===== config.mk =====
export PLATFORM = sky130hd
export DESIGN_NAME = dpsp_merge
export DESIGN_NICKNAME = d
export VERILOG_FILES = /design/src/hdl/dpsp_pkg.sv /design/src/hdl/dpsp_merge.sv
export SDC_FILE = /design/constraint.sdc
export NUM_CORES = 1
export LEC_CHECK = 0
export CAP_MARGIN = 15
export CELL_PAD_IN_SITES_DETAIL_PLACEMENT = 0
export CELL_PAD_IN_SITES_GLOBAL_PLACEMENT = 1
export CORE_UTILIZATION = 44
export CTS_CLUSTER_DIAMETER = 50
export DETAILED_ROUTE_END_ITERATION = 8
export DONT_BUFFER_PORTS = 1
export GPL_TIMING_DRIVEN = 0
export MAX_ROUTING_LAYER = met4
export PLACE_DENSITY_LB_ADDON = 0.1
export SLEW_MARGIN = 20
export SYNTH_ARGS = -nofsm -noshare
export SYNTH_HDL_FRONTEND = slang
export SYNTH_SLANG_ARGS = --single-unit

===== constraint.sdc =====
create_clock -name clk -period 4.02 [get_ports clk]
set_input_delay 0.201 -clock clk [delete_from_list [all_inputs] [get_ports clk]]
set_output_delay 0.201 -clock clk [all_outputs]
set_load 0.05 [all_outputs]

===== src/hdl/dpsp_pkg.sv =====
// Shared types and constants of the dual pedal sensor plausibility checker.
// No dependencies; every other file but dpsp_div imports this package.
`default_nettype none

package dpsp_pkg;

	localparam int PCT_W      = 7;
	localparam int DZ_W       = 6;
	localparam int LIM_W      = 7;
	localparam int CONFIRM_W  = 4;
	localparam int HOLD_W     = 16;
	localparam int CFG_IDX_W  = 3;
	localparam int CFG_DATA_W = 16;

	localparam logic [PCT_W-1:0] PCT_FULL = 7'd100;

	localparam int BOUND_MAX_RESET = 2000;
	localparam int BOUND_MIN_RESET = 600;

	// register indexes on the configuration port
	localparam logic [CFG_IDX_W-1:0] REG_DEADZONE    = 3'd0;
	localparam logic [CFG_IDX_W-1:0] REG_MISMATCH    = 3'd1;
	localparam logic [CFG_IDX_W-1:0] REG_CONFIRM     = 3'd2;
	localparam logic [CFG_IDX_W-1:0] REG_BRAKE_LIMIT = 3'd3;
	localparam logic [CFG_IDX_W-1:0] REG_HOLD        = 3'd4;
	localparam logic [CFG_IDX_W-1:0] REG_TESTING     = 3'd5;

	typedef struct packed {
		logic [DZ_W-1:0]      deadzone_percent;
		logic [LIM_W-1:0]     mismatch_limit;
		logic [CONFIRM_W-1:0] confirm_count;
		logic [LIM_W-1:0]     brake_pedal_limit;
		logic [HOLD_W-1:0]    hold_time_ms;
		logic                 testing_mode;
	} cfg_t;

	localparam cfg_t CFG_RESET = '{
		deadzone_percent:  6'd8,
		mismatch_limit:    7'd10,
		confirm_count:     4'd2,
		brake_pedal_limit: 7'd5,
		hold_time_ms:      16'd500,
		testing_mode:      1'b0
	};

	// lane status back to the top level
	typedef struct packed {
		logic             done;
		logic [PCT_W-1:0] pct;
	} lane_res_t;

	// step request from the top level to the merge stage
	typedef struct packed {
		logic step;
		logic brake;
		logic rst;
	} merge_req_t;

	typedef struct packed {
		logic             implausible;
		logic [PCT_W-1:0] pedal_out;
		logic [PCT_W-1:0] average_percent;
		logic [PCT_W-1:0] percent_a;
		logic [PCT_W-1:0] percent_b;
		logic             mismatch_flag;
		logic             brake_flag;
		logic             calibrating;
	} out_res_t;

endpackage

`default_nettype wire


===== src/hdl/dpsp_merge.sv =====
// Merge stage: averages the lane percents, keeps the calibration flag and the
// mismatch and brake flags with their hold-off stamps, and forms the result. Depends on dpsp_pkg.
`default_nettype none

module dpsp_merge import dpsp_pkg::*; #(
	parameter int TIME_BITS = 32
) (
	input  wire logic                 clk,
	input  wire logic                 arst_n,
	input  wire merge_req_t           req,
	input  wire logic [TIME_BITS-1:0] now_ms,
	input  wire logic [PCT_W-1:0]     pct_a,
	input  wire logic [PCT_W-1:0]     pct_b,
	input  wire cfg_t                 cfg,
	output out_res_t                  res
);

	logic                 cal_q;
	logic                 mis_q;
	logic                 brk_q;
	logic [TIME_BITS-1:0] mis_stamp_q;
	logic [TIME_BITS-1:0] brk_stamp_q;

	logic                 cal_n;
	logic                 mis_n;
	logic                 brk_n;
	logic [PCT_W:0]       sum;
	logic [PCT_W-1:0]     avg;
	logic [PCT_W-1:0]     diff;
	logic                 mis_set;
	logic                 brk_set;
	logic [TIME_BITS-1:0] mis_elapsed;
	logic [TIME_BITS-1:0] brk_elapsed;
	logic                 imp;

	always_comb begin
		sum         = {1'b0, pct_a} + {1'b0, pct_b};
		avg         = sum[PCT_W:1];
		diff        = (pct_a >= pct_b) ? (pct_a - pct_b) : (pct_b - pct_a);
		mis_set     = diff > cfg.mismatch_limit;
		brk_set     = req.brake && (avg >= cfg.brake_pedal_limit);
		mis_elapsed = now_ms - mis_stamp_q;
		brk_elapsed = now_ms - brk_stamp_q;
		// the reset switch acts before this beat's checks
		cal_n = cal_q && !req.rst;
		mis_n = mis_set || (mis_q && !req.rst && !(mis_elapsed > TIME_BITS'(cfg.hold_time_ms)));
		brk_n = brk_set || (brk_q && !req.rst && !(brk_elapsed > TIME_BITS'(cfg.hold_time_ms)));
		imp   = cal_n || mis_n || brk_n || cfg.testing_mode;
	end

	always_ff @(posedge clk or negedge arst_n) begin
		if (!arst_n) begin
			cal_q       <= 1'b1;
			mis_q       <= 1'b0;
			brk_q       <= 1'b0;
			mis_stamp_q <= '0;
			brk_stamp_q <= '0;
		end else if (req.step) begin
			cal_q <= cal_n;
			mis_q <= mis_n;
			brk_q <= brk_n;
			if (mis_set) begin
				mis_stamp_q <= now_ms;
			end
			if (brk_set) begin
				brk_stamp_q <= now_ms;
			end
		end
	end

	assign res.implausible     = imp;
	assign res.pedal_out       = imp ? '0 : avg;
	assign res.average_percent = avg;
	assign res.percent_a       = pct_a;
	assign res.percent_b       = pct_b;
	assign res.mismatch_flag   = mis_n;
	assign res.brake_flag      = brk_n;
	assign res.calibrating     = cal_n;

endmodule

`default_nettype wire


After elaboration in Yosys (flattened, before gate mapping)
Cells that the tools add are included.
- memories kept: 0
- ROM bits: 0
- latch bits: 0
- RAM bits: 0
- output and inout port bits: 32
- flip-flop bits (word level): 67
- logic and storage cells: 33
- input port bits: 92
- mux-type cells: 2
- add/subtract/negate cells: 5
- shifts and indexed selects: 0
- equal/unequal tests: 0
- bitwise gates (word level): 0
- multiply operators: 0
- divide/modulo/power cells: 0
- reduce and logical (&&, ||, !) cells: 16
- order comparisons: 5
- operators by type and width (cell ; count):
    > comparator 32 x 16 -> 1 bit ; 2
    subtractor 32 bit ; 2
    greater-or-equal comparator 7 bit ; 2
    2-to-1 mux 7 bit ; 2
    subtractor 7 bit ; 2
    adder 7 x 7 -> 8 bit ; 1
    > comparator 7 bit ; 1
    logical AND 1 bit ; 6
    logical OR 1 bit ; 5
    AND reduction 2 bit ; 2
    zero test 1 bit ; 3

Logic depth before layout (Yosys ltp)
- depth in word-level cells: 9
- mapped depth: 24
- depth with buffers taken out: 23

Worst setup path before layout
OpenSTA, ideal clock, no wires.
- kind: register to output
- start point: register mis_stamp_q[0]
- end point: output res[24] (netlist name)
- stages on the path, launching flop included: 19
- arrival: 4913 ps
- slack: -1094 ps
- cells stage by stage: dfrtp_1 > ha_1 > fa_1 > nor2b_1 > o2111ai_1 > a21boi_1 > a211o_1 > a31oi_1 > xnor2_1 > ha_1 > nand4_1 > nor4_1 > a22oi_1 > a22o_1 > o21ai_0 > nor3b_1 > nand4_1 > nor4_4 > nor4_1
- RTL lines (item ; RTL line ; RTL):
    from (decl) ; dpsp_merge.sv:21 ; logic [TIME_BITS-1:0] mis_stamp_q;
    from (signal assigned) ; dpsp_merge.sv:63 ; mis_stamp_q <= now_ms;
    to (decl) ; dpsp_merge.sv:15 ; output out_res_t res

==> reports/results.md <==
- **deepest level of the CTS H-tree** 3
- **distinct cell type count of the synthesized netlist** 66
- **first-pass GRT wire length** 39500 µm
- **post-detailed-route count of antenna-violating nets** 0
- **final antenna diode count** 0
- **type of origin of the critical path** flip-flop
- **per-cell routed wire length** 17.7 µm
- **largest fanout of any net on the critical path** 5
- **list of cells traversed by the critical path** inv_1 -> ha_2 -> a21o_1 -> a31o_2 -> o21ai_2 -> nand2_1 -> a21oi_1 -> xnor2_1 -> ha_1 -> nand4_1 -> nor4_2 -> a22oi_1 -> a22o_1 -> o21ai_1 -> nor3b_1 -> nand4_1 -> nor4_4 -> buf_12 -> buf_8 -> nor4_4
- **DRC viols** 0
- **die area** 19600 µm²
- **clock latency on the worst-skew pair** 0.35 ns
- **startpoint of the most critical setup path** mis_stamp_q[4]
- **ratio of cells with drive above 1 in the final layout** 14.3%
- **leading cell types by total area after synthesis** dfrtp_1 (20%), ha_1 (19%), inv_1 (5.9%)
- **gate count of the mapped netlist** 1073
- **maximum resistive drop on vdd** 0.000359 V
- **primary flip-flop cell chosen by synthesis mapping** dfrtp_1
- **total congestion overflow** 0
- **vias post-DR** 7768
- **post-synth top area share** 19.7%
- **Final Hold Fails** 0
- **total number of nets in the final design** 1372
- **most used standard cell by instance count after synthesis** inv_1
- **Worst Path Class, Setup** reg2out
- **syn_nets** 1298
- **number of pins with negative max-slew slack in the final report** 0
- **antenna violations before repair** 0
- **Lkg Pwr** 4.64 nW
- **Slowest cell on crit path** nor4_4
- **post-layout utilization of the core** 54.0%
- **Total Routing Usage GR** 26.4%
- **initial core utilization** 44.9%
- **power density over the cells** 776 nW/µm²
- **RSZ-0062 raised after global routing** true
- **number of iterations in the first detailed-routing pass** 5
- **Post-Route Hold Slack** 0.0768 ns
- **Clock Skew** 0.0119 ns
- **slack of the critical path** -1.09 ns
- **highest achievable clock rate** 196 MHz
- **clock tree root driver cell** clkbuf_16
- **yosys warns** 0
- **max-cap check violation count** 0
- **setup-violating endpoint count in the final report** 12
- **vias in the first global route** 7726
- **share of the clock period used by the worst path after layout** 127%
- **flop and latch count out of synthesis** 67
- **Routed WL** 24600 µm
- **layout filler cell count** 1821
- **arrival time at the worst endpoint** 4.91 ns
- **I/O Buffers** 0
- **violations in the final reports** negative setup slack
- **mean instance size in the synthesized netlist** 7.80 µm²
- **largest net degree at the start of global routing** 68
- **worst hold-check path type** in2reg
- **routed vias/inst** 5.60
- **cell row count** 50
- **final estimated routing congestion in global placement** 0.852
- **leading area contributor after synthesis** dfrtp_1
- **worst rel slew slack** 45.5%
- **worst reg2reg startpoint** mis_stamp_q[0]
- **Max Buffers Root-to-Sink** 2
- **total power of the final layout** 7.82 mW
- **proportion of register bits with asynchronous set or reset after synthesis** 100%
- **minimum period implied by the final worst setup slack** 5.11 ns
- **endpoint kind of the worst setup timing path** output pin
- **Chip Height** 140 µm
- **Chip Width** 140 µm
- **WP data required** 3.82 ns
- **half-perimeter wire length after detailed placement** 18700 µm
- **Synth top cells by count** inv_1 (132), ha_1 (128), nand2_1 (113)
- **measured slew at the worst slew-check pin** 0.812 ns
- **clock sink count** 67
- **worst min-delay path startpoint** now_ms[1]
- **result of the run** complete, but fails checks
- **area delta synth->final** 20.4%
- **sequential share of the synthesized area** 20.1%
- **worst setup timing slack at the placement stage** -1.99 ns
- **total core area** 18600 µm²
- **number of buffers created by CTS** 9
- **Post-synth EDFFs** 0
- **register clock-pin slew on the reported worst setup and hold paths** 0.06 ns
- **synthesized cell area** 8370 µm²
- **initial detailed-routing violation count** 347
- **num ports** 124
- **delay of the slowest cell on the worst path** 0.70 ns
- **CTS tree** yes
final timing paths:
path	endpoint	slack, ns	cells past startpoint
worst min-delay path	mis_stamp_q[1]	0.08	2
worst max register to register	mis_q	-0.50	23
min in group asynchronous	mis_stamp_q[9]	0.42	2
worst max-delay path	res[28]	-1.09	20
max in group asynchronous	cal_q	3.24	2
worst min register to register	mis_stamp_q[23]	0.50	1
report_power, final:
group          total, mW  switching, mW  internal, mW
logic               5.71           3.35          2.35
clock network      0.984          0.328         0.656
registers           1.13          0.124          1.01
routing by layer:
layer,global-route usage (%),up-vias,wire (µm)
met5,-,-,0
met4,7.81,0,501
met3,3.38,39,929
met2,42.3,160,11300
met1,34.6,3657,11800
li1,-,3912,-
critical path, delay by kind of cell (launching register included):
| kind | cells | cell delay [ns] |
|---|---|---|
| XOR/XNOR | 1 | 0.14 |
| AO/OA/AOI/OAI | 7 | 1.37 |
| flip-flops | 1 | 0.38 |
| buffers and inverters | 3 | 0.34 |
| adder cells (fa/ha/maj) | 2 | 0.67 |
| AND/OR/NAND/NOR | 7 | 1.66 |
through the flow:
| stage | std cells | instance area, µm² | TNS (ns) |
|---|---|---|---|
| final | 1386 | 10100 | -10.81 |
| after global routing | 1386 | 10100 | -13.31 |
| after CTS | 1374 | 9870 | -13.04 |
| after detailed placement | 1307 | 8810 | -64.49 |
| after global placement | 1307 | 8750 | -52.99 |
| after floorplan | 1073 | 8460 | -3.98 |
registers in the layout, indices dropped and copies added, names as in the netlist:
register	flops
mis_q	1
brk_stamp_q	32
brk_q	1
cal_q	1
mis_stamp_q	32
cell usage in the layout (no fill, tap or decap), types with 4 or more instances in the layout:
cell type / n
buf_8: 4
a211oi_1: 5
buf_4: 35
clkbuf_1: 21
nor3_1: 9
o21ai_0: 74
nand2b_1: 9
and2_1: 4
xnor2_1: 35
dfrtp_1: 66
nor2_1: 60
ha_2: 4
or3_1: 4
nand4_1: 26
mux2_2: 37
o211ai_1: 8
a31oi_1: 8
o21bai_1: 17
a21oi_2: 6
and3_1: 5
mux2i_1: 7
xnor2_2: 4
o21a_1: 15
dlygate4sd3_1: 36
o22ai_1: 5
nor4_1: 5
nor2b_1: 13
a21oi_1: 82
nand2_1: 111
nand3_1: 25
nor4_4: 8
inv_1: 131
xor2_1: 16
a21o_1: 19
a21boi_0: 4
clkbuf_16: 9
ha_1: 124
kinds of logic (layout without fill, tap and decap cells):
| family | count (synthesis) | count (layout) | share of synthesized area (%) |
|---|---|---|---|
| compound gates | 294 | 294 | 21.8 |
| xor+xnor | 56 | 56 | 5.86 |
| fa+ha+maj | 133 | 133 | 20.3 |
| buf+inv | 176 | 255 | 8.72 |
| flops | 67 | 67 | 20.1 |
| mux | 45 | 45 | 5.95 |
| simple gates | 302 | 302 | 17.3 |
timing repair:
action | 4_1_cts | 5_1_grt
resized for setup | 38 | 31
hold buffers | 37 | 0
endpoints found under the hold margin | 131 | 0
pin swaps | 17 | 28
buffers inserted | 14 | 15
endpoints found under the setup margin | 74 | 69
area by class of cell:
cell class | count | area (µm²) | share of cell area (%)
repair buffers | 64 | 647 | 6.42
plain buffers | 43 | 264 | 2.62
multi-input cells | 830 | 6340 | 62.9
clock buffers | 12 | 267 | 2.64
flip-flops and latches | 67 | 1680 | 16.7
clock inverters | 4 | 95.1 | 0.944
inverters | 132 | 495 | 4.92
well taps | 234 | 293 | 2.91
(Power assumes the default switching activity.)
