==> src/hdl/dpsp_pkg.sv <==
// Shared types and constants of the dual pedal sensor plausibility checker.
// No dependencies; every other file but dpsp_div imports this package.
`default_nettype none

package dpsp_pkg;

	localparam int PCT_W      = 7;
	localparam int DZ_W       = 6;
	localparam int LIM_W      = 7;
	localparam int CONFIRM_W  = 4;
	localparam int HOLD_W     = 16;
	localparam int CFG_IDX_W  = 3;
	localparam int CFG_DATA_W = 16;

	localparam logic [PCT_W-1:0] PCT_FULL = 7'd100;

	localparam int BOUND_MAX_RESET = 2000;
	localparam int BOUND_MIN_RESET = 600;

	// register indexes on the configuration port
	localparam logic [CFG_IDX_W-1:0] REG_DEADZONE    = 3'd0;
	localparam logic [CFG_IDX_W-1:0] REG_MISMATCH    = 3'd1;
	localparam logic [CFG_IDX_W-1:0] REG_CONFIRM     = 3'd2;
	localparam logic [CFG_IDX_W-1:0] REG_BRAKE_LIMIT = 3'd3;
	localparam logic [CFG_IDX_W-1:0] REG_HOLD        = 3'd4;
	localparam logic [CFG_IDX_W-1:0] REG_TESTING     = 3'd5;

	typedef struct packed {
		logic [DZ_W-1:0]      deadzone_percent;
		logic [LIM_W-1:0]     mismatch_limit;
		logic [CONFIRM_W-1:0] confirm_count;
		logic [LIM_W-1:0]     brake_pedal_limit;
		logic [HOLD_W-1:0]    hold_time_ms;
		logic                 testing_mode;
	} cfg_t;

	localparam cfg_t CFG_RESET = '{
		deadzone_percent:  6'd8,
		mismatch_limit:    7'd10,
		confirm_count:     4'd2,
		brake_pedal_limit: 7'd5,
		hold_time_ms:      16'd500,
		testing_mode:      1'b0
	};

	// lane status back to the top level
	typedef struct packed {
		logic             done;
		logic [PCT_W-1:0] pct;
	} lane_res_t;

	// step request from the top level to the merge stage
	typedef struct packed {
		logic step;
		logic brake;
		logic rst;
	} merge_req_t;

	typedef struct packed {
		logic             implausible;
		logic [PCT_W-1:0] pedal_out;
		logic [PCT_W-1:0] average_percent;
		logic [PCT_W-1:0] percent_a;
		logic [PCT_W-1:0] percent_b;
		logic             mismatch_flag;
		logic             brake_flag;
		logic             calibrating;
	} out_res_t;

endpackage

`default_nettype wire

==> src/hdl/dpsp_div.sv <==
// Restoring divider, two quotient bits per cycle.
// Standalone; NUM_BITS must be even. Results hold until the next start.
`default_nettype none

module dpsp_div #(
	parameter int NUM_BITS = 20,
	parameter int DEN_BITS = 12
) (
	input  wire logic                clk,
	input  wire logic                arst_n,
	input  wire logic                start,
	input  wire logic [NUM_BITS-1:0] num,
	input  wire logic [DEN_BITS-1:0] den,
	output logic                     done,
	output logic [NUM_BITS-1:0]      quo
);

	localparam int STEPS = NUM_BITS / 2;
	localparam int CNT_W = $clog2(STEPS + 1);

	logic [DEN_BITS-1:0] rem_q;
	logic [NUM_BITS-1:0] quo_q;
	logic [DEN_BITS-1:0] den_q;
	logic [CNT_W-1:0]    cnt_q;
	logic                busy_q;
	logic                done_q;

	logic [DEN_BITS-1:0] rem_w;
	logic [NUM_BITS-1:0] quo_w;
	logic [DEN_BITS:0]   trial_w;
	logic                qbit_w;

	always_comb begin
		rem_w   = rem_q;
		quo_w   = quo_q;
		trial_w = '0;
		qbit_w  = 1'b0;
		for (int i = 0; i < 2; i++) begin
			trial_w = {rem_w, quo_w[NUM_BITS-1]};
			if (trial_w >= {1'b0, den_q}) begin
				trial_w = trial_w - {1'b0, den_q};
				qbit_w  = 1'b1;
			end else begin
				qbit_w = 1'b0;
			end
			rem_w = trial_w[DEN_BITS-1:0];
			quo_w = {quo_w[NUM_BITS-2:0], qbit_w};
		end
	end

	always_ff @(posedge clk or negedge arst_n) begin
		if (!arst_n) begin
			busy_q <= 1'b0;
			done_q <= 1'b0;
			cnt_q  <= '0;
		end else begin
			done_q <= busy_q && (cnt_q == CNT_W'(1));
			if (start) begin
				busy_q <= 1'b1;
				cnt_q  <= CNT_W'(STEPS);
			end else if (busy_q) begin
				cnt_q <= cnt_q - CNT_W'(1);
				if (cnt_q == CNT_W'(1)) begin
					busy_q <= 1'b0;
				end
			end
		end
	end

	always_ff @(posedge clk) begin
		if (start) begin
			rem_q <= '0;
			quo_q <= num;
			den_q <= den;
		end else if (busy_q) begin
			rem_q <= rem_w;
			quo_q <= quo_w;
		end
	end

	assign done = done_q;
	assign quo  = quo_q;

endmodule

`default_nettype wire

==> src/hdl/dpsp_lane.sv <==
// One sensor lane: bound tracking with confirmation, deadzone thresholds and
// the 0..100 percent mapping. Depends on dpsp_pkg and dpsp_div.
`default_nettype none

module dpsp_lane import dpsp_pkg::*; #(
	parameter int SAMPLE_BITS = 12
) (
	input  wire logic                   clk,
	input  wire logic                   arst_n,
	input  wire logic                   start,
	input  wire logic [SAMPLE_BITS-1:0] sample,
	input  wire cfg_t                   cfg,
	output lane_res_t                   res
);

	localparam int NW   = ((SAMPLE_BITS + 8) / 2) * 2;
	localparam int PW   = SAMPLE_BITS + DZ_W;
	// floor(prod / 100) as (prod * QM) >> QK, exact for every prod below 2^PW
	localparam int QK   = PW + 7;
	localparam int QM_W = PW + 1;
	localparam int QP_W = PW + QM_W;
	localparam logic [QM_W-1:0] QM = QM_W'(((1 << QK) + 99) / 100);
	localparam logic [SAMPLE_BITS-1:0] MAX_RST = SAMPLE_BITS'(BOUND_MAX_RESET);
	localparam logic [SAMPLE_BITS-1:0] MIN_RST = SAMPLE_BITS'(BOUND_MIN_RESET);

	typedef enum logic [5:0] {
		L_IDLE = 6'b000001,
		L_PROD = 6'b000010,
		L_CUT  = 6'b000100,
		L_THR  = 6'b001000,
		L_PCT  = 6'b010000,
		L_PCTW = 6'b100000
	} lane_state_t;

	lane_state_t state_q;

	logic [SAMPLE_BITS-1:0] x_q;
	logic [SAMPLE_BITS-1:0] bmax_q;
	logic [SAMPLE_BITS-1:0] bmin_q;
	logic [CONFIRM_W-1:0]   over_q;
	logic [CONFIRM_W-1:0]   under_q;
	logic [PW-1:0]          prod_q;
	logic [SAMPLE_BITS-1:0] cut_lo_q;
	logic [SAMPLE_BITS-1:0] hi_q;
	logic [SAMPLE_BITS-1:0] lo_q;
	logic [PCT_W-1:0]       pct_q;
	logic                   done_q;

	logic [SAMPLE_BITS-1:0] bmax_n;
	logic [SAMPLE_BITS-1:0] bmin_n;
	logic [CONFIRM_W-1:0]   over_n;
	logic [CONFIRM_W-1:0]   under_n;

	logic [SAMPLE_BITS-1:0] span;
	logic [PW-1:0]          prod;
	logic [QP_W-1:0]        quot;
	logic [SAMPLE_BITS-1:0] cut_lo;
	logic [PW-1:0]          cut_back;
	logic [SAMPLE_BITS:0]   cut_hi;
	logic [SAMPLE_BITS-1:0] hi_w;
	logic [SAMPLE_BITS-1:0] lo_w;
	logic [NW-1:0]          pct_num;
	logic [PCT_W-1:0]       pct_w;

	logic                   div_start;
	logic [NW-1:0]          div_num;
	logic [SAMPLE_BITS-1:0] div_den;
	logic                   div_done;
	logic [NW-1:0]          div_quo;

	// bound tracking on the incoming sample
	always_comb begin
		bmax_n  = bmax_q;
		bmin_n  = bmin_q;
		over_n  = '0;
		under_n = '0;
		if (sample > bmax_q) begin
			if (over_q >= cfg.confirm_count) begin
				bmax_n = sample;
			end else begin
				over_n = over_q + CONFIRM_W'(1);
			end
		end else if (sample < bmin_q) begin
			if (under_q >= cfg.confirm_count) begin
				bmin_n = sample;
			end else begin
				under_n = under_q + CONFIRM_W'(1);
			end
		end
	end

	always_comb begin
		span     = (bmax_q >= bmin_q) ? (bmax_q - bmin_q) : '0;
		prod     = PW'(span) * PW'(cfg.deadzone_percent);
		quot     = QP_W'(prod_q) * QP_W'(QM);
		cut_lo   = quot[QK +: SAMPLE_BITS];
		cut_back = PW'(cut_lo_q) * PW'(PCT_FULL);
		// round the high cut up when the division leaves a remainder
		cut_hi   = {1'b0, cut_lo_q} + (SAMPLE_BITS+1)'(cut_back != prod_q);
		hi_w     = ({1'b0, bmax_q} >= cut_hi) ? (bmax_q - cut_hi[SAMPLE_BITS-1:0]) : '0;
		lo_w     = bmin_q + cut_lo_q;
		pct_num  = NW'(x_q - lo_q) * NW'(PCT_FULL);
		if (x_q <= lo_q) begin
			pct_w = '0;
		end else if (x_q >= hi_q) begin
			pct_w = PCT_FULL;
		end else begin
			pct_w = div_quo[PCT_W-1:0];
		end
	end

	// the divider only serves the percent between the thresholds
	assign div_start = (state_q == L_PCT);
	assign div_num   = pct_num;
	assign div_den   = hi_q - lo_q;

	dpsp_div #(
		.NUM_BITS (NW),
		.DEN_BITS (SAMPLE_BITS)
	) u_div (
		.clk    (clk),
		.arst_n (arst_n),
		.start  (div_start),
		.num    (div_num),
		.den    (div_den),
		.done   (div_done),
		.quo    (div_quo)
	);

	always_ff @(posedge clk or negedge arst_n) begin
		if (!arst_n) begin
			state_q <= L_IDLE;
			bmax_q  <= MAX_RST;
			bmin_q  <= MIN_RST;
			over_q  <= '0;
			under_q <= '0;
			done_q  <= 1'b0;
		end else begin
			done_q <= 1'b0;
			case (state_q)
				L_IDLE: begin
					if (start) begin
						bmax_q  <= bmax_n;
						bmin_q  <= bmin_n;
						over_q  <= over_n;
						under_q <= under_n;
						state_q <= L_PROD;
					end
				end
				L_PROD: begin
					state_q <= L_CUT;
				end
				L_CUT: begin
					state_q <= L_THR;
				end
				L_THR: begin
					state_q <= L_PCT;
				end
				L_PCT: begin
					state_q <= L_PCTW;
				end
				L_PCTW: begin
					if (div_done) begin
						done_q  <= 1'b1;
						state_q <= L_IDLE;
					end
				end
				default: begin
					state_q <= L_IDLE;
				end
			endcase
		end
	end

	always_ff @(posedge clk) begin
		if (state_q == L_IDLE && start) begin
			x_q <= sample;
		end
		if (state_q == L_PROD) begin
			prod_q <= prod;
		end
		if (state_q == L_CUT) begin
			cut_lo_q <= cut_lo;
		end
		if (state_q == L_THR) begin
			hi_q <= hi_w;
			lo_q <= lo_w;
		end
		if (state_q == L_PCTW && div_done) begin
			pct_q <= pct_w;
		end
	end

	assign res.done = done_q;
	assign res.pct  = pct_q;

endmodule

`default_nettype wire

==> config.mk <==
export PLATFORM = sky130hd
export DESIGN_NAME = dpsp_lane
export DESIGN_NICKNAME = d
export VERILOG_FILES = /design/src/hdl/dpsp_pkg.sv /design/src/hdl/dpsp_div.sv /design/src/hdl/dpsp_lane.sv
export SDC_FILE = /design/constraint.sdc
export NUM_CORES = 1
export LEC_CHECK = 0
export BUFFER_PORTS_ARGS = -buffer_cell sky130_fd_sc_hd__buf_4
export CORE_MARGIN = 8
export CORE_UTILIZATION = 45
export DETAILED_ROUTE_END_ITERATION = 10
export SKIP_LAST_GASP = 1
export SYNTH_ARGS = -nofsm -noshare
export SYNTH_HDL_FRONTEND = slang
export SYNTH_SLANG_ARGS = --single-unit
==> constraint.sdc <==
create_clock -name clk -period 9.1 [get_ports clk]
set_input_delay 1.82 -clock clk [delete_from_list [all_inputs] [get_ports clk]]
set_output_delay 1.82 -clock clk [all_outputs]
set_load 0.02 [all_outputs]
After elaboration in Yosys (flattened, before gate mapping)
Index checks and enable logic that the tools add are counted.
Widths: inputs -> output; s select.
Word-level totals
  register bits after elaboration: 162
  bits of input ports: 56
  output and inout bits: 8
  logic and storage cells: 88
Cells by class
  add/sub/neg operators: 11
  multiply operators: 4
  magnitude comparators: 10
  equality and inequality tests: 10
  mux-type cells: 23
  bitwise gates (word level): 1
  reductions and logical operators: 9
Operators with widths (count)
  $sub 12x12->12: 5
  $mux 20: 2
  $mul 18x19->37 const B: 1
  $mux 12: 3
  $pmux 6 s6: 1
  $mux 4: 7
  $ge 13x12->1: 2
  $ge 12x12->1: 2
  $mul 20x5->18 const B: 1
  $mul 12x6->18: 1
  $ne 18x18->1: 1
  $mul 12x5->16 const B: 1
  $add 12x1->13: 1
  $ge 12x13->1: 1
  $sub 12x12->13: 1
  $add 12x12->12: 1
  $gt 12x12->1: 1
  $le 12x12->1: 1
  $lt 12x12->1: 1
  $mux 6: 2
  $add 4x1->4 const B: 2
  $ge 4x4->1: 2
  $mux 1: 7
  $mux 7: 1
  17 further kinds: 20

Longest topological paths before layout
  depth after elaboration: 6
  gate-level depth with buffers: 31
  gate-level depth less buffers: 30

Hierarchy
Synthesis repeated with hierarchy kept, for this count alone.
Unflattened totals
  cells, all modules: 2139
  area total of the unflattened synthesis: 20912.6 um2
Modules (own cells, without submodules)
  dpsp_lane: times used 1, cells an instance 1825, area an instance 17630.7 um2, sequential area each 3181.8 um2
  dpsp_div: times used 1, cells an instance 314, area an instance 3281.9 um2, sequential area each 1351.3 um2

Worst setup path before layout
Ideal clock, no wire load.
  kind: register to register
  from: reg bmax_q[0]
  to: reg prod_q[17], data pin
  arrival: 6.089 ns
  required time: 8.838 ns
  slack: 2.749 ns
  cell stages (with the launch flop): 30
  cells stage by stage: dfrtp_1 > inv_1 > ha_1 > fa_1 > nor2b_1 > o21ai_1 > a21boi_1 > o21a_1 > o211ai_1 > a21oi_1 > nor3_1 > o21ai_1 > clkbuf_1 > nor2b_1 > nand2_1 > fa_1 > fa_1 > fa_1 > inv_1 > ha_1 > a21o_1 > a21oi_1 > o21bai_1 > a21o_1 > a21oi_1 > o21ai_1 > o41ai_1 > o21bai_1 > a21oi_1 > xor2_1
On the way
  cells in the longest elaborated chain, start to end: 3
  elaborated cells between the ends (all ways): 4
  classes of those cells: add/sub: 1; mul: 1; order compare: 1; mux: 1
Ends and longest elaborated chain
  from (decl): RTL line dpsp_lane.sv:38  | logic [SAMPLE_BITS-1:0] bmax_q;
  from (signal assigned): RTL line dpsp_lane.sv:143  | bmax_q <= bmax_n;
  $sub 12x12->12 / $ge 12x12->1 (equally long branches): RTL line dpsp_lane.sv:93  | span = (bmax_q >= bmin_q) ? (bmax_q - bmin_q) : '0;
  $mux 12 *: RTL line dpsp_lane.sv:93
  $mul 12x6->18 *: RTL line dpsp_lane.sv:94  | prod = PW'(span) * PW'(cfg.deadzone_percent);
  net prod[17]: RTL line dpsp_lane.sv:55  | logic [PW-1:0] prod;
  to (signal assigned): RTL line dpsp_lane.sv:180  | prod_q <= prod;
  to (decl): RTL line dpsp_lane.sv:42  | logic [PW-1:0] prod_q;
The timed path passes the listed nets; every way through them passes the cells marked *.
A chain may end at the register's enable or synchronous reset.

Worst setup path in the final report
  from: reg bmin_q[0]
  to: reg prod_q[17], data pin
On the way
  cells in the longest elaborated chain, start to end: 3
  elaborated cells between the ends (all ways): 4
  classes of those cells: add/sub: 1; mul: 1; order compare: 1; mux: 1
Ends and longest elaborated chain
  from (decl): RTL line dpsp_lane.sv:39  | logic [SAMPLE_BITS-1:0] bmin_q;
  from (signal assigned): RTL line dpsp_lane.sv:144  | bmin_q <= bmin_n;
  $sub 12x12->12 / $ge 12x12->1 (equally long branches): RTL line dpsp_lane.sv:93
  $mux 12 *: RTL line dpsp_lane.sv:93
  $mul 12x6->18 *: RTL line dpsp_lane.sv:94
  net prod[17]: RTL line dpsp_lane.sv:55
Marks and branches as above.

==> results.yml <==
yosys:
  synth_warnings: 0
  synth_cell_type_count: 75
  avgSynthCellArea_um2: 9.830
  synth_compound_area_share_pct: 10.65
  syn-num-nets: 2719
  ys_seq_area_share_pct: 21.95
  synth_top_family_by_area: "adder cells"
  netlist_area_mm2: 0.02056
  synth_edf_count: 103
  synth_flop_cell: "edfxtp_1"
  synth_xor_area_share_pct: 5.920
  yosys.area_share.simple_pct: 9.716
  ys_seq_elements: 162
  synth_mux_area_share_pct: 2.160
  async_flop_share_pct: 27.78
  syn_inst: 2092
  synthAdderAreaFrac_pct: 41.49
job:
  max-cap-violations: 0
critical_path:
  max_stage_delay_ps: 550
  arrival_ps: 7340
  crit_path_start_kind: "flip-flop"
  cp.required_ps: 9370
  critPathMaxFanout: 22
  worst_setup_path_end_kind: "flip-flop"
  crit_path_top_delay_cell: "fa_1"
  path_class: "reg -> reg"
routing:
  dr_wl_met3_um: 1354
  final_antenna_net_count: 0
  wl_met2_um: 21760
  routed_wirelength_um: 44770
  first_pass_iters: 5
  viasPerCell: 5.173
  drtIter0Drc: 629
  top_layer_used: "met5"
  vias: 14090
  drc: 0
  routedWlPerCell_um: 16.44
  routedLengthMet1_um: 20940
clocking:
  clock-sinks: 162
  cts_max_level: 4
  cts_root_buf: "clkbuf_16"
  cts_tree: "done"
  clockBufferDepth: 2
  post_cts_buffers: 0
  cts_inserted_buffers: 17
  cts_hold_buf: 0
  path_clk_slew_ps: 70
  clkLatencyLatePin_ps: 450
  post_cts_resized: 0
timing:
  worst_slew_pin_slew_ps: 1025
  post-route-period-util_pct: 77.73
  setup_tns_ps: 0
  rsz0062_at_grt: "no"
  post-route-min-period_ps: 7074
  max_freq_mhz: 141.4
  fin_skew_ps: 11.49
  drv_slew: 0
  setup_ws_ps: 2026
  slew_headroom_pct: 31.42
  hold_viol: 0
  finalSetupViolCount: 0
global_routing:
  grt_max_degree: 54
  grt_first_pass_wirelength_um: 75470
  antenna_found_initial: 2
  grt_pass1_vias: 14940
  track_usage_pct: 17.55
  overflow: 0
final_layout:
  layout.nets: 2737
  final_cell_mix: "inv_1 (401), ha_1 (386), fa_1 (185), nand2_1 (125), xnor2_1 (107)"
  multiInputGateArea_mm2: 0.01440
  largest_register_ffs: 20
  antenna_cells: 0
  regArea_mm2: 0.004513
  final_common_cell: "inv_1"
  fin_util_pct: 48.69
  syn2layout_area_growth_pct: 7.222
  fillers: 4234
  layout-drive-gt1-share_pct: 6.218
floorplanning:
  io_pins: 64
  dieHeight_um: 229.8
  num_rows: 78
  fp.coreArea_mm2: 0.04528
  die_area_mm2: 0.05280
  die_w_um: 229.8
  start_util_pct: 45.41
placement:
  post-dp-hpwl_um: 37100
  pre_cts_ws_ps: 1970
  io_buffers: 32
  gp_congestion: 0.8659
outcome:
  status: "completed"
worst_hold_path:
  hold_path.class: "reg -> reg"
-- path summary, 6_finish.rpt --
path / start / to / slack, ps / cells past startpoint
worst max-delay path: bmin_q[0] / prod_q[17] / 2030 / 28
worst min-delay path: under_q[2] / under_q[2] / 510 / 1
worst max register to register: bmin_q[0] / prod_q[17] / 2030 / 28
worst min register to register: under_q[2] / under_q[2] / 510 / 1
max in group asynchronous: arst_n / bmin_q[0] / 7250 / 1
min in group asynchronous: arst_n / u_div.busy_q / 1370 / 1
-- cells by family after synthesis --
family / Yosys count
buffers and inverters: 440
xor gates and xnor gates: 139
AOI/OAI and AO/OA: 332
DFF: 162
adders and majority gates: 571
and+or+nand+nor: 408
muxes: 40
-- synthesized netlist by cell type, types with 6 or more instances --
master / number / area share (%)
a211oi_1: 10 / 0.37
a21boi_0: 12 / 0.44
a21o_1: 57 / 2.1
a21oi_1: 79 / 1.9
a31oi_1: 6 / 0.18
and2_1: 23 / 0.70
and3_1: 17 / 0.52
clkbuf_1: 30 / 0.55
dfrtp_1: 34 / 4.1
dfstp_2: 11 / 1.4
dfxtp_1: 14 / 1.4
edfxtp_1: 103 / 15
fa_1: 185 / 18
ha_1: 386 / 23
inv_1: 401 / 7.3
mux2_2: 27 / 1.5
mux2i_1: 11 / 0.54
nand2_1: 125 / 2.3
nand2b_1: 17 / 0.52
nand3_1: 44 / 1.1
nand4_1: 22 / 0.67
nor2_1: 81 / 1.5
nor2b_1: 23 / 0.70
nor3_1: 24 / 0.58
nor4b_1: 7 / 0.30
o211ai_1: 6 / 0.22
o21a_1: 11 / 0.40
o21ai_0: 75 / 1.8
o21ai_1: 9 / 0.22
o21bai_1: 20 / 0.73
o31ai_1: 7 / 0.26
xnor2_1: 107 / 4.6
xor2_1: 32 / 1.4
-- layout make-up --
class,instances,area share [%]
clock buffers,18,1.946
clock inverters,14,0.7433
inverters,401,6.826
multi-input cells,1490,65.32
flip-flops and latches,162,20.47
well taps,600,3.405
repair buffers,38,1.294
-- metal layers --
metal / global-route usage (%) / vias up
met5: 0 / -
met4: 4.098 / 4
met3: 2.770 / 48
met2: 30.45 / 188
met1: 22.75 / 6815
li1: - / 7031
-- critical path, delay by kind of cell, from the launching register on --
family          cells  cell delay, ps
compound gates     15            2670
buf+inv             2             270
flops               1             450
xor+xnor            1             220
fa+ha+maj           6            2580
simple gates        4             730
-- through the flow --
step | std cells | hold WS [ps] | cell area [um^2]
floorplan | 2092 | 471.4 | 20560
global placement | 2691 | 497.7 | 21460
detailed placement | 2691 | 501.0 | 21460
CTS | 2723 | 511.1 | 22050
global route | 2723 | 540.4 | 22050
finish | 2723 | 506.4 | 22050
Power is not shown: default switching activity piles up to over one toggle a cycle in this logic, so the estimate is an artifact.
